--- src/rtl/bsm_pkg.sv ---
// ----------------------------------------------------------------------------
// bsm_pkg
// Shared widths, register indexes and the side-band record that travels with
// each request through the spectral mask pipeline.
// ----------------------------------------------------------------------------
package bsm_pkg;

    // Field and register widths.
    localparam int INDEX_W  = 12;
    localparam int SAMPLE_W = 32;
    localparam int CUTOFF_W = 16;
    localparam int DIM_W    = 13;
    localparam int CFG_IDX_W = 2;
    localparam int CFG_DATA_W = 16;
    localparam logic [DIM_W-1:0] MAX_DIM = 13'd4096;

    // Weight format and filter order.
    localparam int WF           = 16;
    localparam int Q_ONE_BITS   = 30;
    localparam int FILTER_ORDER = 10;

    // Internal widths of the weight computation.
    localparam int DELTA_W = DIM_W;             // |2*index - size|
    localparam int SQ_W    = 2 * DELTA_W;       // one squared term
    localparam int DIST_W  = SQ_W + 1;          // dx^2 + dy^2
    localparam int SIZE_W  = 2 * DIM_W;         // rows^2 + cols^2
    localparam int C2_W    = 2 * CUTOFF_W;      // cutoff^2
    localparam int A_W     = C2_W + SIZE_W;     // cutoff^2 * S
    localparam int WIDE_W  = DIST_W + 32;       // D * 2^32
    localparam int NORM_W  = 33;                // operands after scaling
    localparam int SH_W    = 5;
    localparam int X_W     = Q_ONE_BITS + 1;    // Q0.30 ratio, up to 1.0
    localparam int DEN_W   = Q_ONE_BITS + 2;    // 2^30 + p
    localparam int W_W     = WF + 1;            // Q1.16 weight

    // Configuration register indexes.
    localparam logic [CFG_IDX_W-1:0] REG_CUTOFF    = 2'd0;
    localparam logic [CFG_IDX_W-1:0] REG_ROWS_USED = 2'd1;
    localparam logic [CFG_IDX_W-1:0] REG_COLS_USED = 2'd2;

    // Side-band record carried alongside each request.
    typedef struct packed {
        logic                       centre;
        logic                       zero_cut;
        logic                       a_ge_b;
        logic signed [SAMPLE_W-1:0] re;
        logic signed [SAMPLE_W-1:0] im;
    } bsm_side_t;

endpackage

--- src/rtl/bsm_geom.sv ---
// ----------------------------------------------------------------------------
// bsm_geom
// Distance and size terms of a bin, the ratio operands and their scaling so
// that the larger operand fits in 33 bits. Six register stages.
// ----------------------------------------------------------------------------
module bsm_geom (
    input  logic                                  clk,
    input  logic                                  rst_n,
    input  logic                                  in_valid,
    input  logic [bsm_pkg::INDEX_W-1:0]           row,
    input  logic [bsm_pkg::INDEX_W-1:0]           col,
    input  logic signed [bsm_pkg::SAMPLE_W-1:0]   re,
    input  logic signed [bsm_pkg::SAMPLE_W-1:0]   im,
    input  logic [bsm_pkg::CUTOFF_W-1:0]          cutoff,
    input  logic [bsm_pkg::DIM_W-1:0]             rows,
    input  logic [bsm_pkg::DIM_W-1:0]             cols,
    output logic                                  out_valid,
    output logic [bsm_pkg::NORM_W-1:0]            out_big,
    output logic [bsm_pkg::NORM_W-1:0]            out_small,
    output bsm_pkg::bsm_side_t                    out_side
);
    import bsm_pkg::*;

    logic [5:0] valid_reg;
    logic [5:0] valid_next;

    // Stage 1 registers.
    logic [DELTA_W-1:0] dx_reg, dy_reg;
    logic [SQ_W-1:0]    rr_reg, cc_reg;
    logic [C2_W-1:0]    c2_reg;
    bsm_side_t          side1_reg;
    // Stage 2 registers.
    logic [SQ_W-1:0]    dx2_reg, dy2_reg;
    logic [SIZE_W-1:0]  s_reg;
    logic [C2_W-1:0]    c2b_reg;
    bsm_side_t          side2_reg;
    // Stage 3 registers.
    logic [DIST_W-1:0]  d_reg;
    logic [A_W-1:0]     a_reg;
    bsm_side_t          side3_reg;
    // Stage 4 registers.
    logic [WIDE_W-1:0]  big_reg, small_reg;
    bsm_side_t          side4_reg;
    // Stage 5 registers.
    logic [WIDE_W-1:0]  big5_reg, small5_reg;
    logic [SH_W-1:0]    sh_reg;
    bsm_side_t          side5_reg;
    // Stage 6 registers.
    logic [NORM_W-1:0]  big6_reg, small6_reg;
    bsm_side_t          side6_reg;

    // Combinational terms.
    logic [DELTA_W-1:0] col2, row2;
    logic [DELTA_W-1:0] dx_next, dy_next;
    logic [WIDE_W-1:0]  a_wide, b_wide;
    logic               a_ge_b;
    logic [SH_W-1:0]    sh_next;
    bsm_side_t          side1_next, side4_next;

    // Doubled coordinates against the frame size.
    always_comb
    begin
        col2 = {col, 1'b0};
        row2 = {row, 1'b0};
        dx_next = (col2 >= cols) ? (col2 - cols) : (cols - col2);
        dy_next = (row2 >= rows) ? (row2 - rows) : (rows - row2);
        side1_next          = '0;
        side1_next.re       = re;
        side1_next.im       = im;
    end

    // Ratio operands A = cutoff^2 * S and B = D * 2^32.
    always_comb
    begin
        a_wide = WIDE_W'(a_reg);
        b_wide = {d_reg, 32'd0};
        a_ge_b = (a_wide >= b_wide);
        side4_next          = side3_reg;
        side4_next.centre   = (d_reg == '0);
        side4_next.zero_cut = (a_reg == '0);
        side4_next.a_ge_b   = a_ge_b;
    end

    // Right shift that brings the larger operand below 2^33.
    always_comb
    begin
        sh_next = '0;
        for (int i = NORM_W; i < WIDE_W; i++)
        begin
            if (big_reg[i])
            begin
                sh_next = SH_W'(i - NORM_W + 1);
            end
        end
    end

    // Valid bits.
    assign valid_next = {valid_reg[4:0], in_valid};

    always_ff @(posedge clk or negedge rst_n)
    begin
        if (!rst_n)
        begin
            valid_reg <= '0;
        end
        else
        begin
            valid_reg <= valid_next;
        end
    end

    // Data path registers.
    always_ff @(posedge clk)
    begin
        dx_reg     <= dx_next;
        dy_reg     <= dy_next;
        rr_reg     <= rows * rows;
        cc_reg     <= cols * cols;
        c2_reg     <= cutoff * cutoff;
        side1_reg  <= side1_next;

        dx2_reg    <= dx_reg * dx_reg;
        dy2_reg    <= dy_reg * dy_reg;
        s_reg      <= SIZE_W'(rr_reg) + SIZE_W'(cc_reg);
        c2b_reg    <= c2_reg;
        side2_reg  <= side1_reg;

        d_reg      <= DIST_W'(dx2_reg) + DIST_W'(dy2_reg);
        a_reg      <= A_W'(c2b_reg) * A_W'(s_reg);
        side3_reg  <= side2_reg;

        big_reg    <= a_ge_b ? a_wide : b_wide;
        small_reg  <= a_ge_b ? b_wide : a_wide;
        side4_reg  <= side4_next;

        big5_reg   <= big_reg;
        small5_reg <= small_reg;
        sh_reg     <= sh_next;
        side5_reg  <= side4_reg;

        big6_reg   <= NORM_W'(big5_reg >> sh_reg);
        small6_reg <= NORM_W'(small5_reg >> sh_reg);
        side6_reg  <= side5_reg;
    end

    assign out_valid = valid_reg[5];
    assign out_big   = big6_reg;
    assign out_small = small6_reg;
    assign out_side  = side6_reg;

endmodule

--- config.mk ---
export PLATFORM = sky130hd
export DESIGN_NAME = bsm_geom
export DESIGN_NICKNAME = d
export VERILOG_FILES = /design/src/rtl/bsm_pkg.sv /design/src/rtl/bsm_geom.sv
export SDC_FILE = /design/constraint.sdc
export NUM_CORES = 2
export LEC_CHECK = 0
export ABC_CLOCK_PERIOD_IN_PS = 13450
export BUFFER_PORTS_ARGS = -buffer_cell sky130_fd_sc_hd__buf_2
export CORE_UTILIZATION = 45
export DETAILED_ROUTE_END_ITERATION = 12
export GPL_ROUTABILITY_DRIVEN = 0
export PLACE_DENSITY = 0.72
export REMOVE_ABC_BUFFERS = 1
export SYNTH_ARGS = -nofsm -noshare
export SYNTH_HDL_FRONTEND = slang
export SYNTH_SLANG_ARGS = --single-unit
--- constraint.sdc ---
create_clock -name clk -period 13.45 [get_ports clk]
set_input_delay 3.3625 -clock clk [delete_from_list [all_inputs] [get_ports clk]]
set_output_delay 3.3625 -clock clk [all_outputs]
set_load 0.01 [all_outputs]
==> metrics <==
outcome completed; fin. max-slew vios 0; Synth Area per Inst 9.92 um2; Max Cap Viol 0; min Tclk post-route 9660 ps; Max transition margin 19.6%; Synth Cell Area 81900 um2; most frequent cells after synthesis 1583 x inv_1, 1260 x fa_1, 997 x dfxtp_1, 823 x nand2_1, 692 x ha_1; Synth area leaders fa_1 31%, dfxtp_1 24%, ha_1 11%, inv_1 7.3%, and2_1 4.9%; # hold bufs at CTS 0; clock latency at the later pin of the worst-skew pair 750 ps; DRT antenna net count 0; Max Clock Freq 104 MHz; Sum Neg Setup Slack 0 ps; WP data required 14080 ps; number of enable flip-flop cells after synthesis 0; row count 156; Synth Register Bits 1003; layout net count 10500; proportion of netlist area held by the largest area contributor 30.8%; die width 429 um; Hold/Removal Path Class flip-flop to flip-flop; die height 429 um; Worst EP arrival 10280 ps; Placed Area 85700 um2; initial antenna violation count 23; CTS Sinks 1003; total grt overflow 0; H-tree Lvls 3; IO Count 267; Synth warnings 0; dpl hpwl 151 mm; PortBufs 266; Non-Filler Instances 10900; final setup fails 0; Post-CTS Setup Inserts 0; Worst-Margin Slew 1200 ps; post-route cell area 88900 um2; most frequent cell after synthesis inv_1; Fin. Hold Viols 0; Vias/cell 5.20; DR DRC count 0; Worst setup SP type input port; Core ar. 181000 um2; Layout area overhead 8.54%; RSZ-0062 raised after global routing false; top_reg_cell synth dfxtp_1; final-layout fill cell count 16300; Worst-path clk slew 60 ps; maximum number of pins on one net before global-route repair 118; Initial Util 45.3%; routed wire length 198 mm; clock skew 32.4 ps; die area 184000 um2; Clock Tree Buf Depth 3; CP Capture Type flip-flop; layout cells sized above 1 8.20%; largest area contributor in the netlist fa_1; CTS tree yes; drt first pass iters 9; DR WL/cell 18.2 um; GRT Resource Usage Total 21.8%; Critical Path Fanout Max 13; CTS Root Cell clkbuf_16; Resized cells post-CTS 0; DRC marker count from the first detailed-route iteration 4192; WS Path Type input port to flip-flop; first-pass GRT wire length 319 mm; crit share post-route 71.8%; Post-synth ARST share 0.598%; Vias 56500; sequential fraction of the synthesis area 24.5%; Mapped Cells 8259; DP Cell Count 10700; Netlist cell types 70; CTS Buf Count 95; number of global-route vias before repair 60300
[metrics by stage]
step                setup WS [ps]  hold WS (ps)  utilization, %
finish                       3790           308            49.2
global route                 3520           323            49.2
CTS                          3870           304            49.2
detailed placement           3080           312            47.4
global placement             3220           310            47.4
floorplan                    3900           310               -
[cell usage in the layout (no fill, tap or decap), types with 65 or more instances in the layout]
master     count
a21o_1       105
a21oi_1      259
and2_1       647
buf_2        266
buf_4         65
clkbuf_16     95
dfxtp_1      984
fa_1        1260
ha_1         692
inv_1       1582
mux2_2        79
mux2i_1       96
mux4_2        74
nand2_1      823
nor2_1       373
o21ai_0      157
xnor2_1      161
xor2_1        86
[logic make-up (layout without fill, tap and decap cells)]
logic type | count (synthesis) | count (layout) | share of synthesized area, %
other cells | 2 | 29 | 0.00917
xor+xnor | 247 | 247 | 2.64
buf+inv | 1902 | 2109 | 8.72
mux | 249 | 249 | 4.29
flops | 1003 | 1003 | 24.5
compound gates | 786 | 786 | 6.03
simple gates | 2118 | 2118 | 12.4
fa+ha+maj | 1952 | 1952 | 41.4
[routing by layer]
metal	wire length, um	global-route usage [%]	up-vias	share of wire, %
li1	-	-	25700	-
met1	82500	28.6	28100	42
met2	91700	35.4	2235	46
met3	15700	4.13	483	7.9
met4	7900	8.41	8	4.0
met5	46	0	-	0.023
[worst max-delay path, cell delays in order]
cell and delay [ps]:
buf_2 260, inv_1 240, nor2_1 280, fa_1 480
inv_1 90, fa_1 430, fa_1 530, inv_1 60
fa_1 530, inv_1 50, fa_1 380, fa_1 510
inv_1 40, ha_1 350, a21oi_1 180, o21ai_0 140
a221o_1 350, a31oi_1 220, o22ai_1 140, o41a_1 390
a221o_1 350, or4_1 440, a31oi_2 220, o21ai_1 110
xor2_1 140
[worst paths after layout]
check	from	end	slack, ps	cells past startpoint
hold / removal	big_reg[29]	big5_reg[29]	310	0
hold reg to reg	big_reg[29]	big5_reg[29]	310	0
setup reg to reg	s_reg[3]	a_reg[57]	5070	24
max in group asynchronous	rst_n	valid_reg[4]	10860	1
setup / recovery	cutoff[4]	c2_reg[30]	3790	25
min in group asynchronous	rst_n	valid_reg[0]	2450	1
[area by class of cell]
| cell class | instances | area, um2 | share of cell area [%] |
|---|---|---|---|
| diodes | 16 | 40.0 | 0.0450 |
| clock buffers | 121 | 2580 | 2.91 |
| clock inverters | 51 | 621 | 0.698 |
| inverters | 1606 | 6030 | 6.78 |
| multi-input cells | 5365 | 54700 | 61.5 |
| flip-flops and latches | 1003 | 20100 | 22.6 |
| well taps | 2370 | 2970 | 3.33 |
| repair buffers | 331 | 1820 | 2.05 |
Power is not shown: default switching activity piles up to over one toggle a cycle in this logic, so the estimate is an artifact.
