### src/rtl/bsm_pkg.sv
// ----------------------------------------------------------------------------
// bsm_pkg
// Shared widths, register indexes and the side-band record that travels with
// each request through the spectral mask pipeline.
// ----------------------------------------------------------------------------
package bsm_pkg;

    // Field and register widths.
    localparam int INDEX_W  = 12;
    localparam int SAMPLE_W = 32;
    localparam int CUTOFF_W = 16;
    localparam int DIM_W    = 13;
    localparam int CFG_IDX_W = 2;
    localparam int CFG_DATA_W = 16;
    localparam logic [DIM_W-1:0] MAX_DIM = 13'd4096;

    // Weight format and filter order.
    localparam int WF           = 16;
    localparam int Q_ONE_BITS   = 30;
    localparam int FILTER_ORDER = 10;

    // Internal widths of the weight computation.
    localparam int DELTA_W = DIM_W;             // |2*index - size|
    localparam int SQ_W    = 2 * DELTA_W;       // one squared term
    localparam int DIST_W  = SQ_W + 1;          // dx^2 + dy^2
    localparam int SIZE_W  = 2 * DIM_W;         // rows^2 + cols^2
    localparam int C2_W    = 2 * CUTOFF_W;      // cutoff^2
    localparam int A_W     = C2_W + SIZE_W;     // cutoff^2 * S
    localparam int WIDE_W  = DIST_W + 32;       // D * 2^32
    localparam int NORM_W  = 33;                // operands after scaling
    localparam int SH_W    = 5;
    localparam int X_W     = Q_ONE_BITS + 1;    // Q0.30 ratio, up to 1.0
    localparam int DEN_W   = Q_ONE_BITS + 2;    // 2^30 + p
    localparam int W_W     = WF + 1;            // Q1.16 weight

    // Configuration register indexes.
    localparam logic [CFG_IDX_W-1:0] REG_CUTOFF    = 2'd0;
    localparam logic [CFG_IDX_W-1:0] REG_ROWS_USED = 2'd1;
    localparam logic [CFG_IDX_W-1:0] REG_COLS_USED = 2'd2;

    // Side-band record carried alongside each request.
    typedef struct packed {
        logic                       centre;
        logic                       zero_cut;
        logic                       a_ge_b;
        logic signed [SAMPLE_W-1:0] re;
        logic signed [SAMPLE_W-1:0] im;
    } bsm_side_t;

endpackage

### src/rtl/bsm_scale.sv
// ----------------------------------------------------------------------------
// bsm_scale
// Applies the special cases to the weight and scales both parts of the bin
// by it on magnitudes, truncating toward zero. Three register stages.
// ----------------------------------------------------------------------------
module bsm_scale (
    input  logic                                  clk,
    input  logic                                  rst_n,
    input  logic                                  in_valid,
    input  logic [bsm_pkg::W_W-1:0]               in_w,
    input  bsm_pkg::bsm_side_t                    in_side,
    output logic                                  out_valid,
    output logic signed [bsm_pkg::SAMPLE_W-1:0]   out_re,
    output logic signed [bsm_pkg::SAMPLE_W-1:0]   out_im
);
    import bsm_pkg::*;

    localparam int HI_W   = SAMPLE_W - WF;
    localparam int PROD_W = SAMPLE_W + 1;

    logic [2:0]          valid_reg;
    // Stage 1.
    logic [W_W-1:0]      w_reg;
    logic [SAMPLE_W-1:0] mag_re_reg, mag_im_reg;
    logic [1:0]          neg1_reg;
    // Stage 2.
    logic [PROD_W-1:0]   hi_re_reg, lo_re_reg, hi_im_reg, lo_im_reg;
    logic [1:0]          neg2_reg;
    // Stage 3.
    logic [SAMPLE_W-1:0] re_reg, im_reg;

    logic [W_W-1:0]      w_next;
    logic [PROD_W-1:0]   sum_re, sum_im;

    // Centre passes unchanged; zero cutoff or frame blanks the bin.
    always_comb
    begin
        priority if (in_side.centre)
        begin
            w_next = W_W'(1) << WF;
        end
        else if (in_side.zero_cut)
        begin
            w_next = '0;
        end
        else
        begin
            w_next = in_w;
        end
    end

    // Recombine the partial products.
    always_comb
    begin
        sum_re = hi_re_reg + (lo_re_reg >> WF);
        sum_im = hi_im_reg + (lo_im_reg >> WF);
    end

    // Valid bits.
    always_ff @(posedge clk or negedge rst_n)
    begin
        if (!rst_n)
        begin
            valid_reg <= '0;
        end
        else
        begin
            valid_reg <= {valid_reg[1:0], in_valid};
        end
    end

    // Data path registers.
    always_ff @(posedge clk)
    begin
        w_reg      <= w_next;
        mag_re_reg <= in_side.re[SAMPLE_W-1] ? SAMPLE_W'(-in_side.re) : in_side.re;
        mag_im_reg <= in_side.im[SAMPLE_W-1] ? SAMPLE_W'(-in_side.im) : in_side.im;
        neg1_reg   <= {in_side.re[SAMPLE_W-1], in_side.im[SAMPLE_W-1]};

        hi_re_reg  <= PROD_W'(mag_re_reg[SAMPLE_W-1 -: HI_W]) * PROD_W'(w_reg);
        lo_re_reg  <= PROD_W'(mag_re_reg[WF-1:0]) * PROD_W'(w_reg);
        hi_im_reg  <= PROD_W'(mag_im_reg[SAMPLE_W-1 -: HI_W]) * PROD_W'(w_reg);
        lo_im_reg  <= PROD_W'(mag_im_reg[WF-1:0]) * PROD_W'(w_reg);
        neg2_reg   <= neg1_reg;

        re_reg     <= neg2_reg[1] ? SAMPLE_W'(-sum_re) : SAMPLE_W'(sum_re);
        im_reg     <= neg2_reg[0] ? SAMPLE_W'(-sum_im) : SAMPLE_W'(sum_im);
    end

    assign out_valid = valid_reg[2];
    assign out_re    = re_reg;
    assign out_im    = im_reg;

endmodule

### config.mk
export PLATFORM = sky130hd
export DESIGN_NAME = bsm_scale
export DESIGN_NICKNAME = d
export VERILOG_FILES = /design/src/rtl/bsm_pkg.sv /design/src/rtl/bsm_scale.sv
export SDC_FILE = /design/constraint.sdc
export NUM_CORES = 2
export LEC_CHECK = 0
export BUFFER_PORTS_ARGS = -buffer_cell sky130_fd_sc_hd__buf_2
export CAP_MARGIN = 20
export CORE_MARGIN = 10
export CORE_UTILIZATION = 55
export DETAILED_ROUTE_END_ITERATION = 10
export PLACE_DENSITY = 0.83
export SYNTH_ARGS = -nofsm -noshare
export SYNTH_HDL_FRONTEND = slang
export SYNTH_SLANG_ARGS = --single-unit
### constraint.sdc
create_clock -name clk -period 9.2 [get_ports clk]
set_clock_uncertainty 0.1 [all_clocks]
set_input_delay 0.92 -clock clk [delete_from_list [all_inputs] [get_ports clk]]
set_output_delay 0.92 -clock clk [all_outputs]
set_load 0.05 [all_outputs]
==> summary.txt <==
Layout
  – Reg area: around 5000 um^2
  – Layout cell share with drive strength beyond 1: 0.0553
  – Layout area overhead: 5.87%
  – Highest-count cells in the layout ignoring fill and taps: 953 x inv_1, 830 x fa_1, 710 x nand2_1, 517 x and2_1, 444 x ha_1
  – Footprint of the multi-input gates: approximately 35,000 um^2
  – Fillers: about 6,600
  – Total Nets Final: 6,309
  – Final Util: 0.586
  – Commonest non-fill, non-tap cell in the layout: inv_1

Routing
  – Met2 wire length: between 50 and 60 mm
  – Total wire length after detailed routing: roughly 110 mm
  – First DRT Iteration DRCs: 2,294
  – Average wire per standard cell: about 18 um
  – DR top layer: met5
  – Residual DRC: 0
  – Met3 wire len: about 9.8 mm
  – Post-Route M1 WL: 41.2 mm
  – Via count: approximately 34,000
  – Number of routed nets with antenna violations: 0
  – Via/cell ratio: 5.56
  – DRT Pass-1 Iters: 6

Critical path
  – Crit path top cell by count: fa_1
  – Critical path fanouts, max: 40
  – Cell count of the worst reg-to-reg path: 22
  – Crit path from: w_reg[13]
  – Crit path max-delay family: adder cells
  – CP Cell Sequence: buf_4 -> nand2_1 -> fa_1 -> fa_1 -> inv_1 -> fa_1 -> fa_1 -> fa_1 -> inv_1 -> fa_1 -> inv_1 -> ha_1 -> a21o_1 -> a221oi_1 -> o21ai_0 -> or3_1 -> o211a_1 -> o21a_1 -> o21ai_0 -> a21oi_1 -> a211oi_1 -> xnor2_1
  – Critical path arrival: approximately 8000 ps
  – Worst r2r dst: hi_re_reg[30]
  – Crit path kind: register to register
  – WP buf/inv: 4
  – R2R setup slack: 1600 ps
  – Slowest CP cell: dfxtp_2
  – Crit end category: register
  – Startpoint Class: register
  – Crit-path max cell delay: ~1100 ps
  – Worst EP required: ~9600 ps
  – Crit path to: hi_re_reg[30]
  – Critical path depth: 22
  – RR Startpoint: w_reg[13]

Clocking
  – Cts bufs inserted: 34
  – Cts hold-fix bufs: 0
  – Root Driver: clkbuf_16
  – Clock Path Buffers: 3
  – CTS Sinks: 250
  – CTS clk-pin slew, worst paths: roughly 50 ps
  – Post-CTS Resized: 0
  – Skew-Pair Late Insertion Delay: 570 ps
  – Post-CTS setup buffers: 0
  – CTS tree: done
  – H-tree depth: 2

Synth
  – Synth area leader: fa_1
  – Share of synthesized registers carrying an async set or reset: 0.0120
  – Largest cells by area after synthesis: fa_1 37%, ha_1 12%, dfxtp_1 11%
  – Synthesized flop and latch total: 250
  – Syn. warnings: 0
  – Post-synth EDFFs: 0
  – Post-Synthesis Cell Area: about 45,000 um^2
  – Syn Nets: 6,315
  – Post-synthesis sequential area ratio: 0.113
  – Netlist cell types: 85
  – Synth top area share: 0.373
  – Post-Syn Area per Cell: 8.99 um^2
  – Mapped Cells: 4,954
  – Predominant post-synthesis flop cell: dfxtp_1

STA
  – Final setup vio count: 0
  – WHS: between 50 and 60 ps
  – Post-route setup slack: about 1600 ps
  – Final hold vios: 0
  – Share of the clock period used by the worst path: 0.826
  – RSZ-0062 raised after global routing: no
  – Clock period minus final worst setup slack: ~7600 ps
  – Actual transition at the worst max-transition pin: about 1200 ps
  – Max frequency: ~130 MHz
  – Slew HR: 0.211
  – Slew Limit Fails: 0
  – Final TNS setup: 0 ps

Global routing
  – Via count of the first global-routing pass: between 30,000 and 40,000
  – Total grt overflow: 0
  – First-pass GRT wire length: approximately 180 mm
  – GRT Total Usage: 0.234
  – Largest net degree at the start of global routing: 65
  – Initial antenna violation count: 11

Floorplan
  – Rows: 104
  – Total core area: 80,400 um^2
  – Die Y: about 300 um
  – Die area: 92,800 um^2
  – I/O Pins: about 150
  – Die Wd: just over 300 um
  – Starting Density: 0.554

Power and ir drop
  – Logic pwr share: 0.644
  – Total power: around 0.0090 W
  – Seq pwr share: 0.209
  – Switching Share: 0.492
  – Clk pwr share: 0.147
  – P_leak: 23.4 nW
  – Switching power: roughly 0.0044 W
  – Pint: between 0.004 and 0.005 W
  – Worst VDD drop: roughly 0.18 mV
  – Cell area power density: approximately 190 nW/um^2

Hold path
  – Worst hold-check path type: input port to asynchronous set/reset pin

Placed design
  – Port buffer count: 150
  – Final Wtd Congestion: between 0.8 and 0.9
  – Place WS: 1690 ps
  – Post-DP HPWL: about 80 mm

Run
  – Max cap viols: 0

Status
  – Status: finished clean
## layer usage
| layer | vias up | GRT usage |
|---|---|---|
| met5 | - | 0 |
| met4 | 12 | 0.100 |
| met3 | 335 | 0.0512 |
| met2 | 1348 | 0.395 |
| met1 | 16779 | 0.285 |
| li1 | 15094 | - |
## kinds of logic after synthesis
logic type | synth area share
fa+ha+maj | 0.498
xor+xnor | 0.0519
compound gates | 0.0665
buf+inv | 0.0986
simple gates | 0.172
mux | 0.000955
flops | 0.113
## per-stage QoR
step                area (um^2)  std cells
floorplan                 44500       4954
global placement          46000       5970
detailed placement        46000       5970
CTS                       47100       6031
global route              47200       6034
finish                    47200       6035
## worst min path at each step
stage,to,cells after the start
4_1_cts,valid_reg[2],1
2_1_floorplan,neg2_reg[0],0
3_5_place_dp,neg2_reg[0],0
6_report,valid_reg[2],1
3_3_place_gp,neg2_reg[1],0
5_1_grt,valid_reg[1],1
## final cells by class
class / count / share of cell area
timing repair buffer: 174 / 0.0203
multi-input combinational: 3535 / 0.745
inverter: 953 / 0.0759
clock buffer: 45 / 0.0204
sequential: 250 / 0.107
clock inverter: 16 / 0.00321
tap: 1060 / 0.0281
antenna: 2 / 0.000106
## synth_stat cells, types with 3 or more instances
library cell,count
and2_1,517
a2111oi_0,3
nand2_1,710
o2bb2ai_1,3
buf_2,3
o21ai_0,100
nor2_1,103
nor4b_1,3
or3_1,30
a31oi_1,14
nor2b_1,13
a211o_1,3
o21bai_1,21
nand4_1,12
buf_1,3
ha_1,444
a221oi_1,8
a41oi_1,3
o31ai_1,34
dfrtp_1,3
o41ai_1,8
or4_1,14
a21oi_1,105
nor4_1,12
inv_1,953
o211ai_1,15
dfxtp_1,247
and3_1,22
clkbuf_1,210
nand3_1,38
o31a_1,4
a21o_1,40
o21a_1,22
nor3_1,28
xor2_1,51
a21boi_0,5
or2_2,6
xnor2_1,213
nand2b_1,21
o2111ai_1,4
o21ai_1,4
o22ai_1,3
a211oi_1,14
fa_1,830
## power by group through the flow
stage | Sequential (W) | Combinational, W | Clock [W]
finish | 0.00189 | 0.00581 | 0.00132
global route | 0.00193 | 0.00655 | 0.00139
CTS | 0.00188 | 0.00583 | 0.00135
detailed placement | 0.00189 | 0.00577 | 0
global placement | 0.00189 | 0.00559 | 0
floorplan | 0.00215 | 0.00415 | 0
No activity file was read; power rests on OpenSTA's default activity.
